`src/rtl/core/mhpc_pkg.sv`:
```
// Shared constants, types and state encodings of the pump control unit.
`timescale 1ns / 1ps

package mhpc_pkg;

    localparam int WINDOW_LEN = 10;
    localparam int IDX_W      = $clog2(WINDOW_LEN);
    localparam int CNT_W      = $clog2(WINDOW_LEN + 1);
    localparam int MED_K      = WINDOW_LEN / 2;

    localparam int SAMPLE_W   = 18;
    localparam int WIN_W      = 19;
    localparam int OFFSET_W   = 12;
    localparam int POT_W      = 12;
    localparam int BAT_W      = 12;
    localparam int CBAR_W     = 8;
    localparam int HYST_W     = 16;
    localparam int TGT_W      = 18;
    localparam int PROD_W     = 20;
    localparam int CMP_W      = 21;
    localparam int BIT_CNT_W  = $clog2(POT_W);

    localparam int IN_TDATA_W  = 48;
    localparam int OUT_TDATA_W = 40;
    localparam int CFG_IDX_W   = 3;
    localparam int CFG_DATA_W  = 16;

    localparam logic [PROD_W-1:0] PA_PER_CBAR = PROD_W'(1000);

    localparam logic [CFG_IDX_W-1:0] CFG_OFFSET      = 3'd0;
    localparam logic [CFG_IDX_W-1:0] CFG_TARGET_MIN  = 3'd1;
    localparam logic [CFG_IDX_W-1:0] CFG_TARGET_MAX  = 3'd2;
    localparam logic [CFG_IDX_W-1:0] CFG_HYSTERESIS  = 3'd3;
    localparam logic [CFG_IDX_W-1:0] CFG_LOW_BATT    = 3'd4;

    localparam logic [OFFSET_W-1:0] OFFSET_RST      = 12'd600;
    localparam logic [CBAR_W-1:0]   TARGET_MIN_RST  = 8'd10;
    localparam logic [CBAR_W-1:0]   TARGET_MAX_RST  = 8'd50;
    localparam logic [HYST_W-1:0]   HYSTERESIS_RST  = 16'd3000;
    localparam logic [BAT_W-1:0]    LOW_BATT_RST    = 12'd882;

    typedef enum logic [2:0] {
        ST_IDLE,
        ST_MUL_SPAN,
        ST_SCALE,
        ST_MUL_PA,
        ST_COMPARE,
        ST_OUT
    } ctrl_state_t;

    typedef enum logic [1:0] {
        MED_IDLE,
        MED_SCAN,
        MED_DRAIN
    } med_state_t;

    typedef struct packed {
        logic                    push;
        logic signed [WIN_W-1:0] value;
    } med_cmd_t;

    typedef struct packed {
        logic                    busy;
        logic                    done;
        logic signed [WIN_W-1:0] median;
    } med_stat_t;

endpackage

```
`src/rtl/core/median_hysteresis_pump_control_unit.sv`:
```
// Top level: sample intake, bit-serial target mapping and hysteresis pump control.
// Sample request: the request that completes a block of WINDOW_LEN
//   starts a median scan that ranks each window RAM entry against every entry.
// Adjust tick: the result comes from 12-bit and 8-bit shift-add steps, then the compare.
// No new request is taken during a median scan or a tick; a waiting result holds the next tick.
// Reset: config registers take their default values, pump off, median zero, window RAM kept.
`timescale 1ns / 1ps

module median_hysteresis_pump_control_unit (
    input  logic                                  aclk,
    input  logic                                  aresetn,
    input  logic                                  s_tvalid,
    output logic                                  s_tready,
    // sample_pa[17:0], sample_ok[18], pot_code[30:19], battery_code[42:31], zero[47:43]
    input  logic [mhpc_pkg::IN_TDATA_W-1:0]       s_tdata,
    // req_type[0]
    input  logic [0:0]                            s_tuser,
    output logic                                  m_tvalid,
    input  logic                                  m_tready,
    // pump_on[0], low_batt[1], control_updated[2], median_pa[21:3], target_pa[39:22]
    output logic [mhpc_pkg::OUT_TDATA_W-1:0]      m_tdata,
    input  logic                                  cfg_valid,
    output logic                                  cfg_ready,
    input  logic [mhpc_pkg::CFG_IDX_W-1:0]        cfg_index,
    input  logic [mhpc_pkg::CFG_DATA_W-1:0]       cfg_data
);

    mhpc_pkg::ctrl_state_t state_reg, state_next;

    logic [mhpc_pkg::OFFSET_W-1:0]      offset_reg;
    logic [mhpc_pkg::CBAR_W-1:0]        target_min_reg;
    logic [mhpc_pkg::CBAR_W-1:0]        target_max_reg;
    logic [mhpc_pkg::HYST_W-1:0]        hysteresis_reg;
    logic [mhpc_pkg::BAT_W-1:0]         low_batt_thr_reg;

    logic signed [mhpc_pkg::WIN_W-1:0]  median_latched_reg;
    logic                               median_ready_reg;
    logic                               pump_reg;
    logic                               m_tvalid_reg;
    logic [mhpc_pkg::OUT_TDATA_W-1:0]   m_tdata_reg;

    logic [mhpc_pkg::PROD_W-1:0]        acc_reg;
    logic [mhpc_pkg::PROD_W-1:0]        mcand_reg;
    logic [mhpc_pkg::POT_W-1:0]         sr_reg;
    logic [mhpc_pkg::BIT_CNT_W-1:0]     bit_cnt_reg;
    logic                               span_neg_reg;
    logic                               bat_low_reg;
    logic                               updated_reg;
    logic [mhpc_pkg::TGT_W-1:0]         target_reg;

    logic                               in_tick;
    logic signed [mhpc_pkg::SAMPLE_W-1:0] in_sample;
    logic                               in_ok;
    logic [mhpc_pkg::POT_W-1:0]         in_pot;
    logic [mhpc_pkg::BAT_W-1:0]         in_bat;
    logic                               s_accept;
    logic                               out_load;
    logic                               ready_int;

    logic signed [mhpc_pkg::WIN_W-1:0]  sample_ext;
    logic signed [mhpc_pkg::WIN_W-1:0]  offset_ext;
    logic                               span_neg;
    logic [mhpc_pkg::CBAR_W-1:0]        span_mag;
    logic [mhpc_pkg::CBAR_W-1:0]        quot;
    logic [mhpc_pkg::CBAR_W-1:0]        cbar;
    logic signed [mhpc_pkg::CMP_W-1:0]  median_ext;
    logic signed [mhpc_pkg::CMP_W-1:0]  target_ext;
    logic signed [mhpc_pkg::CMP_W-1:0]  hyst_ext;
    logic signed [mhpc_pkg::CMP_W-1:0]  band_lo;
    logic signed [mhpc_pkg::CMP_W-1:0]  band_hi;

    mhpc_pkg::med_cmd_t  med_cmd;
    mhpc_pkg::med_stat_t med_stat;

    assign in_tick   = s_tuser[0];
    assign in_sample = $signed(s_tdata[17:0]);
    assign in_ok     = s_tdata[18];
    assign in_pot    = s_tdata[30:19];
    assign in_bat    = s_tdata[42:31];
    assign s_accept  = s_tvalid && ready_int;

    assign sample_ext    = mhpc_pkg::WIN_W'(in_sample);
    assign offset_ext    = $signed({{(mhpc_pkg::WIN_W - mhpc_pkg::OFFSET_W){1'b0}}, offset_reg});
    assign med_cmd.push  = s_accept && !in_tick && in_ok;
    assign med_cmd.value = sample_ext - offset_ext;

    mhpc_median u_median (
        .aclk    (aclk),
        .aresetn (aresetn),
        .cmd     (med_cmd),
        .stat    (med_stat)
    );

    always_comb begin
        span_neg = (target_max_reg < target_min_reg);
        span_mag = span_neg ? (target_min_reg - target_max_reg)
                            : (target_max_reg - target_min_reg);
        quot     = acc_reg[mhpc_pkg::PROD_W-1:mhpc_pkg::POT_W];
        cbar     = span_neg_reg ? (target_min_reg - quot) : (target_min_reg + quot);
    end

    always_comb begin
        median_ext = mhpc_pkg::CMP_W'(median_latched_reg);
        target_ext = $signed({{(mhpc_pkg::CMP_W - mhpc_pkg::TGT_W){1'b0}},
                              acc_reg[mhpc_pkg::TGT_W-1:0]});
        hyst_ext   = $signed({{(mhpc_pkg::CMP_W - mhpc_pkg::HYST_W){1'b0}}, hysteresis_reg});
        band_lo    = target_ext - hyst_ext;
        band_hi    = target_ext + hyst_ext;
    end

    always_comb begin
        state_next = state_reg;
        unique case (state_reg)
            mhpc_pkg::ST_IDLE: begin
                if (s_accept && in_tick) begin
                    state_next = mhpc_pkg::ST_MUL_SPAN;
                end
            end
            mhpc_pkg::ST_MUL_SPAN: begin
                if (bit_cnt_reg == mhpc_pkg::BIT_CNT_W'(mhpc_pkg::POT_W - 1)) begin
                    state_next = mhpc_pkg::ST_SCALE;
                end
            end
            mhpc_pkg::ST_SCALE: begin
                state_next = mhpc_pkg::ST_MUL_PA;
            end
            mhpc_pkg::ST_MUL_PA: begin
                if (bit_cnt_reg == mhpc_pkg::BIT_CNT_W'(mhpc_pkg::CBAR_W - 1)) begin
                    state_next = mhpc_pkg::ST_COMPARE;
                end
            end
            mhpc_pkg::ST_COMPARE: begin
                state_next = mhpc_pkg::ST_OUT;
            end
            mhpc_pkg::ST_OUT: begin
                if (out_load) begin
                    state_next = mhpc_pkg::ST_IDLE;
                end
            end
            default: begin
                state_next = mhpc_pkg::ST_IDLE;
            end
        endcase
    end

    always_comb begin
        ready_int = (state_reg == mhpc_pkg::ST_IDLE) && !med_stat.busy;
        out_load  = (state_reg == mhpc_pkg::ST_OUT) && (!m_tvalid_reg || m_tready);
    end

    always_ff @(posedge aclk) begin
        if (!aresetn) begin
            state_reg          <= mhpc_pkg::ST_IDLE;
            offset_reg         <= mhpc_pkg::OFFSET_RST;
            target_min_reg     <= mhpc_pkg::TARGET_MIN_RST;
            target_max_reg     <= mhpc_pkg::TARGET_MAX_RST;
            hysteresis_reg     <= mhpc_pkg::HYSTERESIS_RST;
            low_batt_thr_reg   <= mhpc_pkg::LOW_BATT_RST;
            median_latched_reg <= '0;
            median_ready_reg   <= 1'b0;
            pump_reg           <= 1'b0;
            m_tvalid_reg       <= 1'b0;
        end else begin
            state_reg <= state_next;
            if (cfg_valid) begin
                unique case (cfg_index)
                    mhpc_pkg::CFG_OFFSET:     offset_reg       <= cfg_data[mhpc_pkg::OFFSET_W-1:0];
                    mhpc_pkg::CFG_TARGET_MIN: target_min_reg   <= cfg_data[mhpc_pkg::CBAR_W-1:0];
                    mhpc_pkg::CFG_TARGET_MAX: target_max_reg   <= cfg_data[mhpc_pkg::CBAR_W-1:0];
                    mhpc_pkg::CFG_HYSTERESIS: hysteresis_reg   <= cfg_data[mhpc_pkg::HYST_W-1:0];
                    mhpc_pkg::CFG_LOW_BATT:   low_batt_thr_reg <= cfg_data[mhpc_pkg::BAT_W-1:0];
                    default: begin
                    end
                endcase
            end
            priority if (med_stat.done) begin
                median_latched_reg <= med_stat.median;
                median_ready_reg   <= 1'b1;
            end else if (state_reg == mhpc_pkg::ST_COMPARE && median_ready_reg) begin
                median_ready_reg <= 1'b0;
                priority if (median_ext < band_lo) begin
                    pump_reg <= 1'b1;
                end else if (median_ext > band_hi) begin
                    pump_reg <= 1'b0;
                end else begin
                    pump_reg <= pump_reg;
                end
            end else begin
                median_ready_reg <= median_ready_reg;
            end
            if (out_load) begin
                m_tvalid_reg <= 1'b1;
            end else if (m_tready) begin
                m_tvalid_reg <= 1'b0;
            end
        end
    end

    always_ff @(posedge aclk) begin
        unique case (state_reg)
            mhpc_pkg::ST_IDLE: begin
                if (s_accept && in_tick) begin
                    span_neg_reg <= span_neg;
                    mcand_reg    <= mhpc_pkg::PROD_W'(span_mag);
                    sr_reg       <= in_pot;
                    acc_reg      <= '0;
                    bit_cnt_reg  <= '0;
                    bat_low_reg  <= (in_bat < low_batt_thr_reg);
                end
            end
            mhpc_pkg::ST_MUL_SPAN, mhpc_pkg::ST_MUL_PA: begin
                if (sr_reg[0]) begin
                    acc_reg <= acc_reg + mcand_reg;
                end
                mcand_reg   <= {mcand_reg[mhpc_pkg::PROD_W-2:0], 1'b0};
                sr_reg      <= {1'b0, sr_reg[mhpc_pkg::POT_W-1:1]};
                bit_cnt_reg <= bit_cnt_reg + mhpc_pkg::BIT_CNT_W'(1);
            end
            mhpc_pkg::ST_SCALE: begin
                mcand_reg   <= mhpc_pkg::PA_PER_CBAR;
                sr_reg      <= mhpc_pkg::POT_W'(cbar);
                acc_reg     <= '0;
                bit_cnt_reg <= '0;
            end
            mhpc_pkg::ST_COMPARE: begin
                target_reg  <= acc_reg[mhpc_pkg::TGT_W-1:0];
                updated_reg <= median_ready_reg;
            end
            mhpc_pkg::ST_OUT: begin
                if (out_load) begin
                    m_tdata_reg <= {target_reg, median_latched_reg, updated_reg,
                                    bat_low_reg, pump_reg};
                end
            end
            default: begin
            end
        endcase
    end

    assign s_tready  = ready_int;
    assign m_tvalid  = m_tvalid_reg;
    assign m_tdata   = m_tdata_reg;
    assign cfg_ready = 1'b1;

endmodule

```
`src/rtl/core/mhpc_median.sv`:
```
// Sample block store and rank-counting upper median search.
`timescale 1ns / 1ps

module mhpc_median (
    input  logic                 aclk,
    input  logic                 aresetn,
    input  mhpc_pkg::med_cmd_t   cmd,
    output mhpc_pkg::med_stat_t  stat
);

    localparam logic [mhpc_pkg::IDX_W-1:0] LAST_IDX =
        mhpc_pkg::IDX_W'(mhpc_pkg::WINDOW_LEN - 1);
    localparam logic [mhpc_pkg::CNT_W-1:0] RANK_K =
        mhpc_pkg::CNT_W'(mhpc_pkg::MED_K);

    logic signed [mhpc_pkg::WIN_W-1:0] mem [mhpc_pkg::WINDOW_LEN];

    mhpc_pkg::med_state_t state_reg, state_next;

    logic [mhpc_pkg::IDX_W-1:0]        wr_pos_reg;
    logic [mhpc_pkg::IDX_W-1:0]        i_reg;
    logic [mhpc_pkg::IDX_W-1:0]        j_reg;
    logic signed [mhpc_pkg::WIN_W-1:0] rd_a_reg;
    logic signed [mhpc_pkg::WIN_W-1:0] rd_b_reg;
    logic                              vld_reg;
    logic                              last_j_reg;
    logic [mhpc_pkg::CNT_W-1:0]        less_reg;
    logic [mhpc_pkg::CNT_W-1:0]        leq_reg;
    logic signed [mhpc_pkg::WIN_W-1:0] median_reg;
    logic                              done_reg;

    logic                              scan_issue;
    logic                              busy;
    logic [mhpc_pkg::CNT_W-1:0]        less_sum;
    logic [mhpc_pkg::CNT_W-1:0]        leq_sum;
    logic                              found;

    always_comb begin
        state_next = state_reg;
        unique case (state_reg)
            mhpc_pkg::MED_IDLE: begin
                if (cmd.push && wr_pos_reg == LAST_IDX) begin
                    state_next = mhpc_pkg::MED_SCAN;
                end
            end
            mhpc_pkg::MED_SCAN: begin
                if (i_reg == LAST_IDX && j_reg == LAST_IDX) begin
                    state_next = mhpc_pkg::MED_DRAIN;
                end
            end
            mhpc_pkg::MED_DRAIN: begin
                state_next = mhpc_pkg::MED_IDLE;
            end
            default: begin
                state_next = mhpc_pkg::MED_IDLE;
            end
        endcase
    end

    always_comb begin
        scan_issue = (state_reg == mhpc_pkg::MED_SCAN);
        busy       = (state_reg != mhpc_pkg::MED_IDLE);
    end

    always_comb begin
        less_sum = less_reg + mhpc_pkg::CNT_W'(rd_b_reg < rd_a_reg);
        leq_sum  = leq_reg + mhpc_pkg::CNT_W'(rd_b_reg <= rd_a_reg);
        found    = (less_sum <= RANK_K) && (leq_sum > RANK_K);
    end

    always_ff @(posedge aclk) begin
        if (!aresetn) begin
            state_reg  <= mhpc_pkg::MED_IDLE;
            wr_pos_reg <= '0;
            i_reg      <= '0;
            j_reg      <= '0;
            vld_reg    <= 1'b0;
            done_reg   <= 1'b0;
        end else begin
            state_reg <= state_next;
            vld_reg   <= scan_issue;
            done_reg  <= (state_reg == mhpc_pkg::MED_DRAIN);
            if (cmd.push) begin
                wr_pos_reg <= (wr_pos_reg == LAST_IDX) ? '0
                                                       : wr_pos_reg + mhpc_pkg::IDX_W'(1);
            end
            if (scan_issue) begin
                if (j_reg == LAST_IDX) begin
                    j_reg <= '0;
                    i_reg <= i_reg + mhpc_pkg::IDX_W'(1);
                end else begin
                    j_reg <= j_reg + mhpc_pkg::IDX_W'(1);
                end
            end else begin
                i_reg <= '0;
                j_reg <= '0;
            end
        end
    end

    always_ff @(posedge aclk) begin
        if (cmd.push) begin
            mem[wr_pos_reg] <= cmd.value;
        end
        rd_a_reg   <= mem[i_reg];
        rd_b_reg   <= mem[j_reg];
        last_j_reg <= (j_reg == LAST_IDX);
    end

    always_ff @(posedge aclk) begin
        if (state_reg == mhpc_pkg::MED_IDLE) begin
            less_reg <= '0;
            leq_reg  <= '0;
        end else if (vld_reg) begin
            if (last_j_reg) begin
                less_reg <= '0;
                leq_reg  <= '0;
                if (found) begin
                    median_reg <= rd_a_reg;
                end
            end else begin
                less_reg <= less_sum;
                leq_reg  <= leq_sum;
            end
        end
    end

    assign stat.busy   = busy;
    assign stat.done   = done_reg;
    assign stat.median = median_reg;

endmodule

```
`config.mk`:
```
export PLATFORM = sky130hd
export DESIGN_NAME = median_hysteresis_pump_control_unit
export DESIGN_NICKNAME = d
export VERILOG_FILES = /design/src/rtl/core/mhpc_pkg.sv /design/src/rtl/core/median_hysteresis_pump_control_unit.sv /design/src/rtl/core/mhpc_median.sv
export SDC_FILE = /design/constraint.sdc
export NUM_CORES = 1
export LEC_CHECK = 0
export BUFFER_PORTS_ARGS = -buffer_cell sky130_fd_sc_hd__buf_4
export CORE_AREA = 2 2 223 225
export DETAILED_ROUTE_END_ITERATION = 12
export DIE_AREA = 0 0 225 227
export PLACE_DENSITY = 0.69
export SYNTH_ARGS = -nofsm -noshare
export SYNTH_HDL_FRONTEND = slang
export SYNTH_SLANG_ARGS = --single-unit
```
`constraint.sdc`:
```
create_clock -name aclk -period 5.6 [get_ports aclk]
set_input_delay 0.28 -clock aclk [delete_from_list [all_inputs] [get_ports aclk]]
set_output_delay 0.28 -clock aclk [all_outputs]
set_load 0.01 [all_outputs]
```
==> impl_metrics.tcl <==
set metrics [dict create \
    status "finished, final reports clean" \
    die_h_um 227 \
    critPathMaxFanout 4 \
    critPathLaunchType "flip-flop" \
    yosysUniqueCellTypes 82 \
    grtUsageTotal_pct 23.1 \
    start_util_pct 49.7 \
    port_buffers 109 \
    synth_compound_area_share_pct 12.2 \
    clk_pin_slew_ns 0.05 \
    dpl.cell_count 2669 \
    drive_gt1_share_pct 14.8 \
    tns_ns 0 \
    cp_data_required_time_ns 6.09 \
    fmax_mhz 222 \
    setup.worst_path.end_class "flip-flop" \
    core_mm2 0.0485 \
    clk_path_buf_depth 3 \
    wl_um 58700 \
    cts_made_buffers 50 \
    hold_viol 0 \
    ctsResizeCount 0 \
    yosys.area_share.simple_pct 9.95 \
    power.density_mw_per_mm2 305 \
    grt_pass1_vias 16000 \
    first_iter_violations 1310 \
    htree_levels 2 \
    ant_nets 0 \
    syn-num-nets 2242 \
    syn_area_per_cell_um2 12.1 \
    synthAdderAreaFrac_pct 8.92 \
    ys_warn_count 0 \
    syn2layout_area_growth_pct 14.1 \
    ys_ff_latch 470 \
    antennaDiodeCount 0 \
    period_share_pct 80.4 \
    drc 0 \
    dpl-instance-area_mm2 0.0256 \
    drv_slew 0 \
    grt_start_max_net_pins 65 \
    avgViaCountPerCell 5.82 \
    synth_top_family_by_area "compound AO/OA/AOI/OAI gates" \
    synth_edf_count 326 \
    first_pass_iters 6 \
    netlist_area_mm2 0.0241 \
    clk-insertion-delay-late_ns 0.61 \
    nNetsFinal 2362 \
    grt_pass1_wl_um 90000 \
    async_flop_share_pct 0 \
    drv_cap 0 \
    setup_viol 0 \
    io_pins 116 \
    synthCells 2001 \
    maxSlewHeadroom_pct 28.1 \
    crit_type "flip-flop to flip-flop" \
    fin_cells 2785 \
    min_period_ns 4.50 \
    finalWeightedCongestion 0.897 \
    fin_worst_skew_ns 0.0351 \
    antenna_found_initial 2 \
    synth_xor_area_share_pct 2.94 \
    dp.final_hpwl_um 40100 \
    wire_per_inst_um 21.1 \
    holdCritPathClass "primary input to flip-flop" \
    cts_tree "built" \
    rows 81 \
    finalInstanceArea_mm2 0.0275 \
    ir_drop_uv 260 \
    dr_total_vias 16200 \
    cts_sinks 470 \
    cts-root-buf "clkbuf_16" \
    finalPower_mw 8.40 \
    synthMuxAreaShare_pct 9.97 \
    postCtsSetupBuffers 0 \
    die-width_um 225 \
    ctsHoldBuffers 22 \
    die-area_mm2 0.0511 \
    synth_flop_cell "edfxtp_1" \
    gr-total-overflow 0 \
    largest_reg_flops 190 \
    p_leak_nw 10.2 \
    rsz0062_at_grt "no" \
    ys_seq_area_share_pct 52.5 \
    arrival_ns 5.00 \
    worstMarginPinSlew_ns 1.07 \
]
cell usage in the layout, fill, tap and decap left out, types with 12 or more instances in the layout:
master | Yosys | routed
mux2i_1 | 65 | 65
nor3_1 | 34 | 30
clkbuf_16 | 0 | 50
a21o_1 | 32 | 32
xnor2_1 | 58 | 58
inv_1 | 119 | 119
a21boi_0 | 36 | 36
a211oi_1 | 51 | 51
dlygate4sd3_1 | 0 | 22
nor2_1 | 105 | 104
o21ai_1 | 18 | 18
nand3_1 | 21 | 21
edfxtp_1 | 326 | 326
nand2b_1 | 27 | 27
buf_4 | 2 | 133
dfxtp_1 | 144 | 140
clkinv_2 | 0 | 12
xor2_1 | 23 | 23
a21oi_1 | 117 | 117
o211ai_1 | 30 | 30
and3_1 | 22 | 21
mux4_2 | 76 | 76
ha_1 | 161 | 161
nand2_1 | 146 | 146
nor2b_1 | 80 | 80
o21a_1 | 25 | 25
o21ai_0 | 41 | 41
synth_stat cells, drive strengths merged, types with 54 or more instances:
| master | n | area (um^2) |
|---|---|---|
| mux4 | 76 | 1710 |
| xnor2 | 58 | 508 |
| nand2 | 146 | 548 |
| clkbuf | 54 | 213 |
| dfxtp | 144 | 2880 |
| a21oi | 119 | 611 |
| mux2i | 65 | 651 |
| o21ai | 60 | 304 |
| inv | 122 | 458 |
| nor2b | 80 | 500 |
| ha | 161 | 2010 |
| edfxtp | 326 | 9790 |
| nor2 | 105 | 394 |
report_power, final:
group / leakage [nW] / switching, mW / internal, mW
clock network: 0.857 / 1.40 / 2.09
logic: 5.14 / 0.577 / 0.422
registers: 4.17 / 0.0769 / 3.84
total: 10.2 / 2.05 / 6.35
path summary, 6_finish.rpt:
| check | startpoint | to | slack [ns] | depth (start not counted) |
|---|---|---|---|---|
| worst max-delay path | acc_reg[0] | pump_reg | 1.10 | 18 |
| worst min-delay path | cfg_data[9] | hysteresis_reg[9] | 0.03 | 3 |
| worst max register to register | acc_reg[0] | pump_reg | 1.10 | 18 |
| worst min register to register | target_reg[16] | m_tdata[38] | 0.40 | 0 |
metrics by stage:
step	setup WS (ns)	hold WS, ns	utilization, %
global placement	1.14	0.403	52.7
global route	0.706	0.0218	56.7
floorplan	0.296	0.400	-
detailed placement	1.18	0.405	52.7
CTS	1.11	0.00397	56.7
finish	1.10	0.0299	56.7
per-layer routing:
metal | global-route usage [%] | vias to the layer above | wire length (um)
met2 | 39.2 | 451 | 28700
met1 | 30.2 | 7968 | 25400
met3 | 3.16 | 113 | 2560
li1 | - | 7680 | -
met4 | 8.97 | 0 | 2080
met5 | 0.285 | - | 0
critical path, cell delays in order (launching register included):
cell,delay [ns]
edfxtp_1,0.48
inv_1,0.09
ha_1,0.16
inv_1,0.06
fa_1,0.41
a21o_1,0.18
a21oi_1,0.27
o211ai_1,0.13
a21oi_1,0.34
o31a_1,0.26
xnor2_1,0.14
ha_1,0.27
a21oi_1,0.13
o21ai_1,0.10
a2111oi_0,0.57
nand2_1,0.10
o21ai_0,0.19
mux2_2,0.35
o211ai_1,0.16
area by class of cell:
cell class	count	area, um^2
Clock buffer	63	1350
Fill cell	3905	21000
Clock inverter	31	393
Sequential cell	470	12700
Timing Repair Buffer	155	1220
Multi-Input combinational cell	1322	10700
Inverter	122	458
Tap cell	622	778
kinds of logic (layout without fill, tap and decap cells):
logic type	after synthesis	count (layout)
other	1	1
flip-flops	470	470
AO/OA/AOI/OAI	440	440
AND/OR/NAND/NOR	487	487
buffers and inverters	209	371
adder cells (fa/ha/maj)	168	168
XOR/XNOR	81	81
multiplexers	145	145
(Power assumes the default switching activity.)
